File: config.mk
export PLATFORM = sky130hd
export DESIGN_NAME = eia_ram
export DESIGN_NICKNAME = d
export VERILOG_FILES = /design/src/rtl/core/eia_ram.sv
export SDC_FILE = /design/constraint.sdc
export NUM_CORES = 1
export LEC_CHECK = 0
export ABC_AREA = 1
export BUFFER_PORTS_ARGS = -buffer_cell sky130_fd_sc_hd__buf_2
export CAP_MARGIN = 5
export CORE_ASPECT_RATIO = 1.4
export CORE_UTILIZATION = 45
export DETAILED_ROUTE_END_ITERATION = 16
export PLACE_DENSITY_LB_ADDON = 0.05
export RECOVER_POWER = 25
export SYNTH_ARGS = -nofsm -noshare
export SYNTH_HDL_FRONTEND = slang
export SYNTH_SLANG_ARGS = --single-unit
File: constraint.sdc
create_clock -name clk_i -period 3 [get_ports clk_i]
set_input_delay 0.6 -clock clk_i [delete_from_list [all_inputs] [get_ports clk_i]]
set_output_delay 0.6 -clock clk_i [all_outputs]
set_load 0.02 [all_outputs]
File: src/rtl/core/eia_ram.sv
// generic single write port, single read port synchronous ram
module eia_ram #(
  parameter int Width = 8,
  parameter int Depth = 16,
  localparam int AddrW = $clog2(Depth)
) (
  input  logic             clk_i,
  input  logic             we_i,
  input  logic [AddrW-1:0] waddr_i,
  input  logic [Width-1:0] wdata_i,
  input  logic             re_i,
  input  logic [AddrW-1:0] raddr_i,
  output logic [Width-1:0] rdata_o
);

  logic [Width-1:0] mem_q [Depth];
  logic [Width-1:0] rdata_q;

  always_ff @(posedge clk_i) begin
    if (we_i) begin
      mem_q[waddr_i] <= wdata_i;
    end
  end

  always_ff @(posedge clk_i) begin
    if (re_i) begin
      rdata_q <= mem_q[raddr_i];
    end
  end

  assign rdata_o = rdata_q;

endmodule

==> impl_metrics.toml <==
[sta]
final-hold-violation-count = 0
layout_setup_ws_ns = 1.000
setup_viol = 0
layout_min_cycle_time_ns = 2.000
maxSlewHeadroom = 0.3923
finalClockSkew_ns = 0.006481
drv_slew = 0
tightest_slew_ns = 0.9082
fmax_mhz = 500.0
rsz0062_at_grt = "no"
period_share = 0.6666
hold_ws_ns = 0.6268
tns_ns = 0

[global_route]
grt_usage = 0.2221
grt_pass1_wl_um = 21100
grt_max_degree = 65
antenna_found_initial = 0
grt_pass1_vias = 3763
grt_remaining_overflow = 0

[cts]
cts-resized-gates = 0
htreeDepth = 4
clock_sinks = 136
hold_buffers = 0
worstSkewPairLatency_ns = 0.41
cts_made_buffers = 17
postCtsSetupRepairBufs = 0
cts_tree = "done"
cts.clk_slew.worst_paths_ns = 0.06
cts_max_path_buffers = 2
root_buffer = "clkbuf_16"

[floorplanning]
num_rows = 48
dieArea_um2 = 13460
die_x_um = 98.34
floorplan.core_area_um2 = 12490
fp.dieH_um = 136.9
start_util = 0.4680
num_io_pins = 27

[drt]
avgViaCountPerCell = 5.108
routed_wl_um = 13610
dr.pass1.iters = 6
num_vias = 3795
detail-route-antenna-nets = 0
wl_per_cell_um = 18.31
drcViolationCount = 0
first_iter_violations = 235

[critical_path]
critPathKind = "in2reg"
r2r-end = "rdata_o[4]"
cp-start-kind = "primary input"
crit_fanout = 33
rrSetupSlack_ns = 1.82
r2r_start = "mem_q[11][4]"
critPathLaunch = "raddr_i[1]"
critPathRequiredTime_ns = 3.17
reg2regPathDepth = 6
endpoint = "rdata_o[1]"
cp-end-kind = "flop"
cp.arrival_ns = 2.17

[layout]
regArea_um2 = 4084
postLayoutCoreUtil = 0.5293
antenna_cells = 0
layout.nets = 599
final_area_um2 = 6613
layout.cells.most_common_list = "173 x nand2_1, 136 x edfxtp_1, 100 x inv_1"
multi_input_area_um2 = 1214
final_common_cell = "nand2_1"
fillerInstances = 1178
syn_to_final_growth_pct = 13.10
drive_gt1_frac = 0.09612

[logic_synthesis]
ys_types = 11
synth.cell_area_um2 = 5847
avgSynthCellArea_um2 = 10.61
yosys_warnings = 0
synth.yosys.seq_area_share = 0.6985
synth_cells = 551
synth_nets = 570
yosys_register_bits = 136

[place]
globalplace.congestion = 0.7968
dp_hpwl_um = 8477
dp_slack_ns = 0.5532
numPortBuffers = 26
dpl-instance-area_um2 = 6058

[min_path]
hold_class = "in2reg"
holdCritStartpoint = "wdata_i[3]"

[power_and_ir_drop]
ir_drop_uv = 407.3
p_leak_nw = 2.816
power.density_nw_per_um2 = 663.8

[outcome]
status = "finished, final reports clean"

[run]
maxCapViolCount = 0
cell usage after synthesis, drive strengths merged:
cell type / number / area [um^2]
nand3: 97 / 485.5
nor2: 17 / 63.81
buf: 24 / 166.4
nand2: 173 / 649.4
edfxtp: 136 / 4084
inv: 102 / 382.9
nand3b: 2 / 15.01
routing by layer:
layer | part of all wire | vias to the layer above | GRT usage
met5 | 0 | - | 0
met4 | 0.018 | 0 | 0.09038
met3 | 0.038 | 21 | 0.04035
met2 | 0.52 | 88 | 0.3901
met1 | 0.43 | 1846 | 0.2710
li1 | - | 1840 | -
worst max-delay path, cell delays in order:
cell and delay, ns:
buf_2 0.55, inv_2 0.46, nand3_1 0.20, nand3_1 0.13
nand3_1 0.15, nand2_1 0.06
registers in the layout, indices dropped and copies added (netlist names):
name	flops
mem_q	128
rdata_o	8
worst min path at each step:
| stage | end | slack (ns) | cells after the start |
|---|---|---|---|
| detailed placement | rdata_o[2] | 0.75 | 6 |
| CTS | rdata_o[5] | 0.55 | 1 |
| global placement | rdata_o[2] | 0.73 | 6 |
| finish | mem_q[15][3] | 0.63 | 1 |
| global route | mem_q[12][3] | 0.64 | 1 |
| floorplan | rdata_o[0] | 0.68 | 6 |
logic make-up after synthesis:
family,count (synthesis),synth area share
buffers and inverters,126,0.09394
and+or+nand+nor,289,0.2076
DFF,136,0.6985
power by group:
part           total [mW]  internal, mW  switching (mW)
combinational       0.257        0.0659           0.191
sequential           2.15          2.14          0.0115
clock                1.98          1.21           0.770
layout make-up:
| type | instances | area share |
|---|---|---|
| Sequential cell | 136 | 0.6176 |
| Multi-Input combinational cell | 289 | 0.1835 |
| Clock buffer | 18 | 0.06490 |
| Inverter | 102 | 0.05790 |
| Tap cell | 150 | 0.02838 |
| Timing Repair Buffer | 34 | 0.02744 |
| Clock inverter | 14 | 0.02025 |
per-stage QoR:
| step | instances | power, mW |
|---|---|---|
| 2_1_floorplan | 551 | 2.352 |
| 3_3_place_gp | 711 | 2.453 |
| 3_5_place_dp | 711 | 2.455 |
| 6_report | 743 | 4.390 |
| 4_1_cts | 743 | 4.423 |
| 5_1_grt | 743 | 4.529 |
No activity file was read; power rests on OpenSTA's default activity.
