===== src/rtl/core/eia_pkg.sv =====
// shared constants, codes and types of the entity id allocator
package eia_pkg;

  localparam int ENTITIES   = 1024;
  localparam int ID_W       = $clog2(ENTITIES);
  localparam int CNT_W      = $clog2(ENTITIES + 1);
  localparam int COMPONENTS = 32;
  localparam int SIG_W      = COMPONENTS;
  localparam int SYSTEMS    = 4;
  localparam int SYS_IDX_W  = $clog2(SYSTEMS);
  localparam int USE_W      = 3;
  localparam int CFG_W      = 32;
  localparam int CFG_IDX_W  = 3;

  localparam logic [CFG_IDX_W-1:0] CFG_SYS_SIG_0 = CFG_IDX_W'(0);
  localparam logic [CFG_IDX_W-1:0] CFG_IN_USE    = CFG_IDX_W'(4);

  typedef enum logic [1:0] {
    OP_CREATE  = 2'd0,
    OP_DESTROY = 2'd1,
    OP_SET     = 2'd2,
    OP_READ    = 2'd3
  } op_e;

  typedef enum logic [1:0] {
    STS_OK         = 2'd0,
    STS_FULL       = 2'd1,
    STS_NOT_LIVING = 2'd2
  } status_e;

  typedef struct packed {
    logic                 we;
    logic [CFG_IDX_W-1:0] idx;
    logic [CFG_W-1:0]     data;
  } cfg_wr_t;

endpackage


===== src/rtl/core/eia_member.sv =====
// system signature registers and membership mask
module eia_member (
  input  logic                          clk_i,
  input  logic                          rst_ni,
  input  eia_pkg::cfg_wr_t              cfg_i,
  input  logic [eia_pkg::SIG_W-1:0]     sig_i,
  output logic [eia_pkg::SYSTEMS-1:0]   mask_o
);
  import eia_pkg::*;

  logic [SIG_W-1:0] sys_sig_q [SYSTEMS];
  logic [USE_W-1:0] in_use_q;
  logic [USE_W-1:0] n_sys;

  always_ff @(posedge clk_i or negedge rst_ni) begin
    if (!rst_ni) begin
      for (int i = 0; i < SYSTEMS; i++) begin
        sys_sig_q[i] <= '0;
      end
      in_use_q <= '0;
    end else if (cfg_i.we) begin
      if (cfg_i.idx < CFG_IDX_W'(SYSTEMS)) begin
        sys_sig_q[cfg_i.idx[SYS_IDX_W-1:0] - SYS_IDX_W'(CFG_SYS_SIG_0)] <=
          cfg_i.data[SIG_W-1:0];
      end else if (cfg_i.idx == CFG_IN_USE) begin
        in_use_q <= cfg_i.data[USE_W-1:0];
      end
    end
  end

  assign n_sys = (in_use_q > USE_W'(SYSTEMS)) ? USE_W'(SYSTEMS) : in_use_q;

  always_comb begin
    for (int i = 0; i < SYSTEMS; i++) begin
      mask_o[i] = (USE_W'(i) < n_sys) && ((sig_i & sys_sig_q[i]) == sys_sig_q[i]);
    end
  end

endmodule


===== config.mk =====
export PLATFORM = sky130hd
export DESIGN_NAME = eia_member
export DESIGN_NICKNAME = d
export VERILOG_FILES = /design/src/rtl/core/eia_pkg.sv /design/src/rtl/core/eia_member.sv
export SDC_FILE = /design/constraint.sdc
export NUM_CORES = 1
export LEC_CHECK = 0
export BUFFER_PORTS_ARGS = -buffer_cell sky130_fd_sc_hd__buf_2
export CAP_MARGIN = 25
export CORE_MARGIN = 2
export CORE_UTILIZATION = 30
export DETAILED_ROUTE_END_ITERATION = 8
export SYNTH_ARGS = -nofsm -noshare
export SYNTH_HDL_FRONTEND = slang
export SYNTH_SLANG_ARGS = --single-unit

===== constraint.sdc =====
create_clock -name clk_i -period 1.3 [get_ports clk_i]
set_input_delay 0.065 -clock clk_i [delete_from_list [all_inputs] [get_ports clk_i]]
set_output_delay 0.065 -clock clk_i [all_outputs]
set_load 0.005 [all_outputs]

==> flow_summary.yaml, run 1 <==
grt:
  antenna_found_initial: 0
  grt_first_pass_wirelength_um: 26400
  grt_overflow: 0
  grt_max_degree: 37
  track_usage_pct: 17.4
  grt_pass1_vias: 4600
placed_design:
  place_congestion: 0.828
  place_ws_ns: -0.180
  hpwl_um: 12400
  portBuffers: 73
  placed_area_um2: 6900
  dp.cells: 908
synthesis:
  synth_cell_types: 21
  syn-cell-area_um2: 5910
  ys_seq_elements: 131
  syn_inst: 551
  syn_avg_cell_area_um2: 10.7
  yosys_warnings: 0
  ys_seq_area_share_pct: 55.4
  syn_nets: 621
floorplanning:
  design.core.area_um2: 19400
  die-area_um2: 20800
  die_h_um: 144
  die_x_um: 144
  start_util_pct: 30.5
  boundaryPins: 74
  num_rows: 51
timing:
  relSlewSlack_pct: 75.3
  finalSetupTns_ns: -1.88
  finalMaxSlewViolations: 0
  period_needed_ns: 1.80
  fmax_mhz: 557
  hold_ws_ns: 0.0254
  setup_viol: 4
  rsz0062_at_grt: "yes"
  worst_slack_ns: -0.497
  worst_pin_slew_ns: 0.371
  final_hold_viol_count: 0
  fin_skew_ns: 0
  finalCritPeriodShare_pct: 138
setup_path:
  path_delay_family: "simple AND/OR/NAND/NOR gates"
  cpPeakStageDelay_ns: 0.38
  timing.rr.start: "in_use_q[1]$_DFFE_PN0P_"
  end_kind: "output pin"
  worstPathCellList: "nand2b_1 -> o221ai_1 -> nor4_1 -> and4_1 -> buf_2"
  cp.arrival_ns: 1.73
  r2r_end: "in_use_q[1]$_DFFE_PN0P_"
  cp.required_ns: 1.24
  critPathBufInv: 1
  rr_worst_depth: 2
  r2r_slack_ns: 0.41
  crit_path_start_kind: "flip-flop"
  crit_cells: 5
  slowest_stage: "dfrtp_1"
  worstSetupPathType: "flip-flop to output pin"
  path_max_fanout: 2
clock_tree:
  clk_pin_slew_ns: 0.05
  cts_root_buf: "clkbuf_16"
  cts_buffers: 17
  clk_path_buf_depth: 2
  htreeDepth: 4
  clk_latency_ns: 0.42
  cts_tree: "yes"
  cts.sink_count: 131
hold_path:
  hold_class: "input port to flip-flop"
  whs_endpoint: "sys_sig_q[34]$_DFFE_PN0P_"
  min_from: "cfg_i[2]"
  hold_depth: 3
drt:
  drcViolationCount: 0
  ant_nets: 0
  finalWirelength_um: 16900
  wire_per_inst_um: 17.4
  dr.pass1.iters: 4
  vias_per_cell: 4.67
  drt_iter0_markers: 207
  num_vias: 4538
cells_and_area:
  fin_cells: 971
  syn_to_final_growth_pct: 33.1
  postLayoutCellArea_um2: 7870
  final_core_util_pct: 40.6
  num_antenna_cells: 0
  drive_gt1_share_pct: 31.6
  nets: 764
power_and_ir_drop:
  irDropWorstVdd_mv: 0.887
  power.total_mw: 12.4
  leakage_nw: 3.60
  power.density_nw_per_um2: 1580
outcome:
  violations: "setup timing"
  outcome: "complete, but fails checks"
flow_run:
  cap_violations: 0
repair_timing:
| action | CTS | global route |
|---|---|---|
| setup buffers | 0 | 0 |
| pin swaps | 5 | 8 |
| gates resized for setup | 7 | 7 |
| endpoints found under the hold margin | 257 | 0 |
| hold buffers | 32 | 0 |
| setup endpoints to repair | 4 | 4 |
tightest hold or removal path, delay by kind of cell:
| kind | cells | cell delay [ns] |
|---|---|---|
| AND/OR/NAND/NOR | 1 | 0.07 |
| buffers and inverters | 1 | 0.16 |
| AO/OA/AOI/OAI | 1 | 0.09 |
area by class of cell:
class | instances | area [um2]
clock buffers | 26 | 479
clock inverters | 5 | 100
fillers | 1929 | 11500
inverters | 84 | 315
multi-input cells | 316 | 2270
flip-flops and latches | 131 | 3280
well taps | 265 | 332
repair buffers | 144 | 1090
how the worst max path moves through the flow:
stage	startpoint	to	slack (ns)
after floorplan	cfg_i[35]	sys_sig_q[102]$_DFFE_PN0P_	0.19
after global placement	sys_sig_q[31]$_DFFE_PN0P_	mask_o[3]	-0.17
after detailed placement	sys_sig_q[22]$_DFFE_PN0P_	mask_o[3]	-0.18
after CTS	sys_sig_q[22]$_DFFE_PN0P_	mask_o[3]	-0.52
after global routing	sys_sig_q[62]$_DFFE_PN0P_	mask_o[2]	-0.58
final	sys_sig_q[80]$_DFFE_PN0P_	mask_o[1]	-0.50
sequential cells by signal, summed over array words and instances (netlist names):
register / count
sys_sig_q: 128
in_use_q: 3
power breakdown:
group	switching, mW	leakage, nW	internal, mW
combinational	1.18	1.73	1.16
clock	1.69	0.282	3.10
sequential	0.356	1.58	4.95
Yosys cell counts:
library cell  count  area [um2]
o2111ai_1        14         123
mux2_2           53         597
o22ai_1          33         206
nor4_1            4        25.0
o221ai_1          2        17.5
and3b_1           2        17.5
a21oi_1           1        5.00
nor3_1           14        70.1
and4_1            4        35.0
nor3b_4           1        18.8
inv_1            84         315
nor2b_4           1        13.8
nand2_1          63         236
buf_2            10        50.1
mux2_4           16         240
o21ai_0          63         315
dfrtp_1         131        3280
nand2b_1         44         275
clkbuf_1          6        22.5
nand3_1           1        5.00
buf_6             4        45.0
placed cells by master (no fill, tap or decap):
cell / Yosys / final
dfrtp_1: 131 / 131
inv_1: 84 / 83
buf_2: 10 / 71
o21ai_0: 63 / 63
nand2_1: 63 / 63
mux2_2: 53 / 53
nand2b_1: 44 / 44
o22ai_1: 33 / 33
dlygate4sd3_1: 0 / 32
buf_4: 0 / 31
clkbuf_16: 0 / 17
mux2_4: 16 / 16
o2111ai_1: 14 / 11
nor3_1: 14 / 10
buf_12: 0 / 8
clkbuf_1: 6 / 7
nor3_2: 0 / 4
o2111ai_2: 0 / 3
nor4_2: 0 / 3
and4_1: 4 / 3
bufinv_16: 0 / 3
and3b_2: 0 / 2
clkinv_2: 0 / 2
clkbuf_8: 0 / 2
buf_6: 4 / 2
inv_2: 0 / 1
and4_4: 0 / 1
o221ai_1: 2 / 1
nor4_1: 4 / 1
a21oi_1: 1 / 1
o221ai_2: 0 / 1
nor2b_4: 1 / 1
nand3_2: 0 / 1
nor3b_4: 1 / 1
layer usage:
| metal | GRT usage (%) | wire (um) |
|---|---|---|
| met1 | 23.5 | 7830 |
| met2 | 27.2 | 7830 |
| met3 | 4.24 | 774 |
| met4 | 6.44 | 439 |
| met5 | 0 | 0 |
cells by family after synthesis:
kind of cell	count (synthesis)	synth area share [%]
AND/OR/NAND/NOR	134	11.8
flip-flops	131	55.4
AO/OA/AOI/OAI	113	11.3
buffers and inverters	104	7.32
multiplexers	69	14.2
Note: power is estimated with default switching activity, not from simulation.
==> run 2, diff against run 1 <==
clock period = 2.29 ns   (was 1.3 ns; I/O delays follow)
==> flow_summary.yaml, run 2 (same netlist as run 1, synthesis figures left out) <==
setup_path:
  path_max_fanout: 2
  worstPathCellList: "nand2b_1 -> o2111ai_1 -> nor4_1 -> and4_1 -> buf_2"
  cpPeakStageDelay_ns: 0.38
  crit_path_start_kind: "flip-flop"
  worstSetupPathType: "flip-flop to output pin"
  end_kind: "output pin"
  cp.arrival_ns: 1.90
  cp.required_ns: 2.18
  slowest_stage: "dfrtp_1"
floorplanning:
  boundaryPins: 74
  die_x_um: 144
  design.core.area_um2: 19400
  start_util_pct: 30.5
  die-area_um2: 20800
  num_rows: 51
  die_h_um: 144
cells_and_area:
  largest_register_ffs: 128
  nets: 733
  top_regs: "sys_sig_q: 128 flops, in_use_q: 3 flops"
  largest_register: "sys_sig_q"
  syn_to_final_growth_pct: 28.6
  layout_common_cells: "dfrtp_1 (131), inv_1 (84), buf_2 (72)"
  drive_gt1_share_pct: 27.5
  layout_commonest_cell: "dfrtp_1"
  num_antenna_cells: 0
power_and_ir_drop:
  irDropWorstVdd_mv: 0.416
  power.density_nw_per_um2: 967
  leakage_nw: 3.45
  power.total_mw: 7.35
timing:
  worst_pin_slew_ns: 0.642
  finalSetupTns_ns: 0
  final_hold_viol_count: 0
  fmax_mhz: 495
  period_needed_ns: 2.02
  finalMaxSlewViolations: 0
  setup_viol: 0
  finalCritPeriodShare_pct: 88.2
  relSlewSlack_pct: 57.2
  fin_skew_ns: 0
  rsz0062_at_grt: "no"
grt:
  grt_first_pass_wirelength_um: 26000
  use_met1_pct: 23.4
  grt_use_met3_pct: 3.64
  busiest_layer: "met2"
  track_usage_pct: 17.1
  antenna_found_initial: 0
  grt_pass1_vias: 4470
  grt_max_degree: 65
  grt_overflow: 0
  use_met2_pct: 27.0
drt:
  vias_per_cell: 4.57
  ant_nets: 0
  finalWirelength_um: 16400
  drt_iter0_markers: 296
  drcViolationCount: 0
  dr.pass1.iters: 5
  wire_per_inst_um: 17.5
  num_vias: 4296
placed_design:
  place_congestion: 0.784
  hpwl_um: 11900
  portBuffers: 73
clock_tree:
  cts_root_buf: "clkbuf_16"
  cts.sink_count: 131
  htreeDepth: 4
  clk_path_buf_depth: 2
  cts_buffers: 17
  cts_tree: "yes"
  clk_pin_slew_ns: 0.06
  clk_latency_ns: 0.42
hold_path:
  hold_class: "input port to flip-flop"
flow_run:
  cap_violations: 0
outcome:
  outcome: "finished clean"
run 2: changes by cell type in the layout (fill, tap and decap cells not counted), sizes merged:
cell      before  now
inv           84   85
clkbuf        26   20
bufinv         3    6
clkinvlp       0    3
buf          112   81
run 2: final cells by class:
| class | instances | area (um2) |
|---|---|---|
| tap | 265 | 332 |
| clock inverter | 12 | 225 |
| clock buffer | 20 | 457 |
| inverter | 84 | 315 |
| sequential | 131 | 3280 |
| timing repair buffer | 113 | 790 |
| fill | 1940 | 11800 |
| multi-input combinational | 316 | 2210 |
run 2: layer usage:
metal / up-vias / part of all wire (%)
met5: - / 0
met4: 0 / 1.4
met3: 20 / 3.8
met2: 85 / 47
met1: 2113 / 47
li1: 2078 / -
run 2: power by group:
group / internal, mW / total (mW) / switching [mW]
combinational: 0.575 / 1.19 / 0.615
sequential: 2.81 / 3.02 / 0.207
clock: 2.10 / 3.15 / 1.04
total: 5.49 / 7.35 / 1.87
run 2: final timing paths:
kind | start | to | slack (ns) | depth (start not counted)
min | cfg_i[1] | sys_sig_q[97]$_DFFE_PN0P_ | 0.03 | 3
min in group asynchronous | rst_ni | sys_sig_q[45]$_DFFE_PN0P_ | 0.19 | 2
min reg2reg | sys_sig_q[27]$_DFFE_PN0P_ | sys_sig_q[27]$_DFFE_PN0P_ | 0.51 | 1
max in group asynchronous | rst_ni | sys_sig_q[127]$_DFFE_PN0P_ | 1.40 | 3
max | sys_sig_q[2]$_DFFE_PN0P_ | mask_o[3] | 0.27 | 5
max reg2reg | in_use_q[2]$_DFFE_PN0P_ | in_use_q[2]$_DFFE_PN0P_ | 1.45 | 1
run 2: critical path, delay by kind of cell (launching register included):
| family | cells | cell delay [ns] |
|---|---|---|
| and+or+nand+nor | 3 | 0.76 |
| DFF | 1 | 0.38 |
| AOI/OAI and AO/OA | 1 | 0.20 |
| buffers and inverters | 1 | 0.13 |
run 2: metrics by stage:
stage	hold slack, ns	cell area (um2)	worst slack [ns]	instances	util [%]
floorplan	-0.181	5910	1.13	551	-
global placement	0.0635	6600	0.624	877	34.0
detailed placement	0.0602	6600	0.586	877	34.0
CTS	0.0140	7600	0.268	941	39.2
global route	0.0508	7600	0.149	941	39.2
finish	0.0317	7600	0.271	941	39.2
run 2: timing repair:
action | 4_1_cts | 5_1_grt
hold endpoints to repair | 143 | 0
buffers inserted | 0 | 0
resized for setup | 0 | 0
hold buffers | 32 | 0
==> run 3, diff against run 2 <==
==> constraint.sdc (replaced) <==
create_clock -name clk_i -period 2.29 [get_ports clk_i]
set_input_delay 0.458 -clock clk_i [delete_from_list [all_inputs] [get_ports clk_i]]
set_output_delay 0.458 -clock clk_i [all_outputs]
set_load 0.005 [all_outputs]
==> flow_summary.yaml, run 3 (same netlist as run 1, synthesis figures left out) <==
outcome:
  outcome: "complete, but fails checks"
  violations: "setup timing"
cells_and_area:
  syn_to_final_growth_pct: 24.9
  layout_commonest_cell: "dfrtp_1"
  fillCellCount: 1949
  drive_gt1_share_pct: 30.5
  top_regs: "sys_sig_q: 128 flops, in_use_q: 3 flops"
  largest_register_ffs: 128
  layout_common_cells: "dfrtp_1 (131), inv_1 (84), buf_2 (72)"
  num_antenna_cells: 0
  nets: 706
  largest_register: "sys_sig_q"
clock_tree:
  clk_path_buf_depth: 2
  cts.sink_count: 131
  clk_latency_ns: 0.42
  cts_root_buf: "clkbuf_16"
  cts_buffers: 17
  clk_pin_slew_ns: 0.06
  cts_tree: "yes"
  htreeDepth: 4
grt:
  grt_max_degree: 53
  grt_first_pass_wirelength_um: 25400
  track_usage_pct: 16.7
  grt_overflow: 0
  grt_pass1_vias: 4384
  antenna_found_initial: 0
power_and_ir_drop:
  swShare_pct: 25.7
  power.total_mw: 7.20
  p_switching_mw: 1.85
  p_int_mw: 5.35
  power.density_nw_per_um2: 975
  irDropWorstVdd_mv: 0.539
  seqPwrFrac_pct: 41.9
  leakage_nw: 3.35
  combPwrFrac_pct: 17.1
  clockPowerShare_pct: 41.0
timing:
  final_hold_viol_count: 0
  worst_pin_slew_ns: 0.518
  period_needed_ns: 2.30
  fin_skew_ns: 0
  finalSetupTns_ns: -0.0154
  fmax_mhz: 434
  rsz0062_at_grt: "yes"
  setup_viol: 2
  finalCritPeriodShare_pct: 101
  finalMaxSlewViolations: 0
  worst_slack_ns: -0.0136
  relSlewSlack_pct: 65.5
flow_run:
  cap_violations: 0
floorplanning:
  design.core.area_um2: 19400
  boundaryPins: 74
  die_h_um: 144
  num_rows: 51
  die_x_um: 144
  die-area_um2: 20800
  start_util_pct: 30.5
drt:
  drt_iter0_markers: 337
  vias_per_cell: 4.71
  finalWirelength_um: 16300
  wire_per_inst_um: 17.8
  ant_nets: 0
  num_vias: 4302
  dr.pass1.iters: 4
  drcViolationCount: 0
setup_path:
  crit_path_start_kind: "flip-flop"
  end_kind: "output pin"
  slowest_stage: "dfrtp_1"
  critPathBufInv: 1
  cp.arrival_ns: 1.85
  worstPathCellList: "nand2b_1 -> o2111ai_4 -> nor4_4 -> and4_1 -> buf_2"
  cpPeakStageDelay_ns: 0.37
  path_max_fanout: 2
  path_delay_family: "simple AND/OR/NAND/NOR gates"
  worstSetupPathType: "flip-flop to output pin"
  cp.required_ns: 1.83
hold_path:
  hold_class: "input port to flip-flop"
placed_design:
  place_congestion: 0.861
  place_ws_ns: -0.0760
  hpwl_um: 11800
  portBuffers: 73
-- run 3: cell types whose count changed in the layout (fill, tap and decap cells not counted), moves of 3 or more --
cell and delta:
dlygate4sd3_1 -31, nor4_1 -4, buf_4 +3, clkbuf_8 +3
o2111ai_1 -3
-- run 3: layer usage --
metal / global-route usage (%) / part of all wire (%)
met1: 22.8 / 45
met2: 25.7 / 47
met3: 5.36 / 6.4
met4: 4.50 / 1.6
met5: 0 / 0
-- run 3: through the flow --
stage | instances | utilization, % | area (um2) | hold slack (ns)
floorplan | 551 | - | 5910 | 0.162
finish | 914 | 38.1 | 7390 | 0.290
global route | 914 | 38.1 | 7390 | 0.298
global placement | 880 | 34.2 | 6640 | 0.442
CTS | 913 | 37.7 | 7310 | 0.277
detailed placement | 880 | 34.2 | 6640 | 0.446
-- run 3: worst paths after layout --
check	startpoint	to	slack, ns	depth (start not counted)
worst min register to register	sys_sig_q[6]$_DFFE_PN0P_	sys_sig_q[6]$_DFFE_PN0P_	0.50	1
min in group asynchronous	rst_ni	sys_sig_q[88]$_DFFE_PN0P_	0.55	2
worst max-delay path	sys_sig_q[2]$_DFFE_PN0P_	mask_o[3]	-0.01	5
worst max register to register	sys_sig_q[71]$_DFFE_PN0P_	sys_sig_q[71]$_DFFE_PN0P_	1.41	2
max in group asynchronous	rst_ni	sys_sig_q[112]$_DFFE_PN0P_	1.09	3
worst min-delay path	cfg_i[14]	sys_sig_q[110]$_DFFE_PN0P_	0.29	3
-- run 3: cell type report --
class | count | area [um2] | area share (%)
tap | 265 | 332 | 4.49
timing repair buffer | 86 | 522 | 7.06
sequential | 131 | 3280 | 44.4
clock inverter | 8 | 146 | 1.98
clock buffer | 24 | 502 | 6.79
inverter | 84 | 315 | 4.27
multi-input combinational | 316 | 2290 | 31.0
-- run 3: tightest hold or removal path: cells and delay by family --
kind	cells	cell delay, ns
AND/OR/NAND/NOR	1	0.05
buffers and inverters	1	0.11
AO/OA/AOI/OAI	1	0.06
-- run 3: repair_timing --
action / CTS / global route
setup endpoints to repair: 3 / 4
buffers inserted: 0 / 1
pin swaps: 0 / 5
hold buffers: 1 / 0
resized for setup: 3 / 9
hold endpoints to repair: 6 / 0
-- run 3: power by group through the flow --
stage	logic (mW)	clock network, mW	registers, mW
finish	1.23	2.95	3.01
global placement	1.15	0	3.03
detailed placement	1.16	0	3.05
floorplan	0.754	0	2.99
global route	1.37	3.13	3.07
CTS	1.19	3.01	3.01
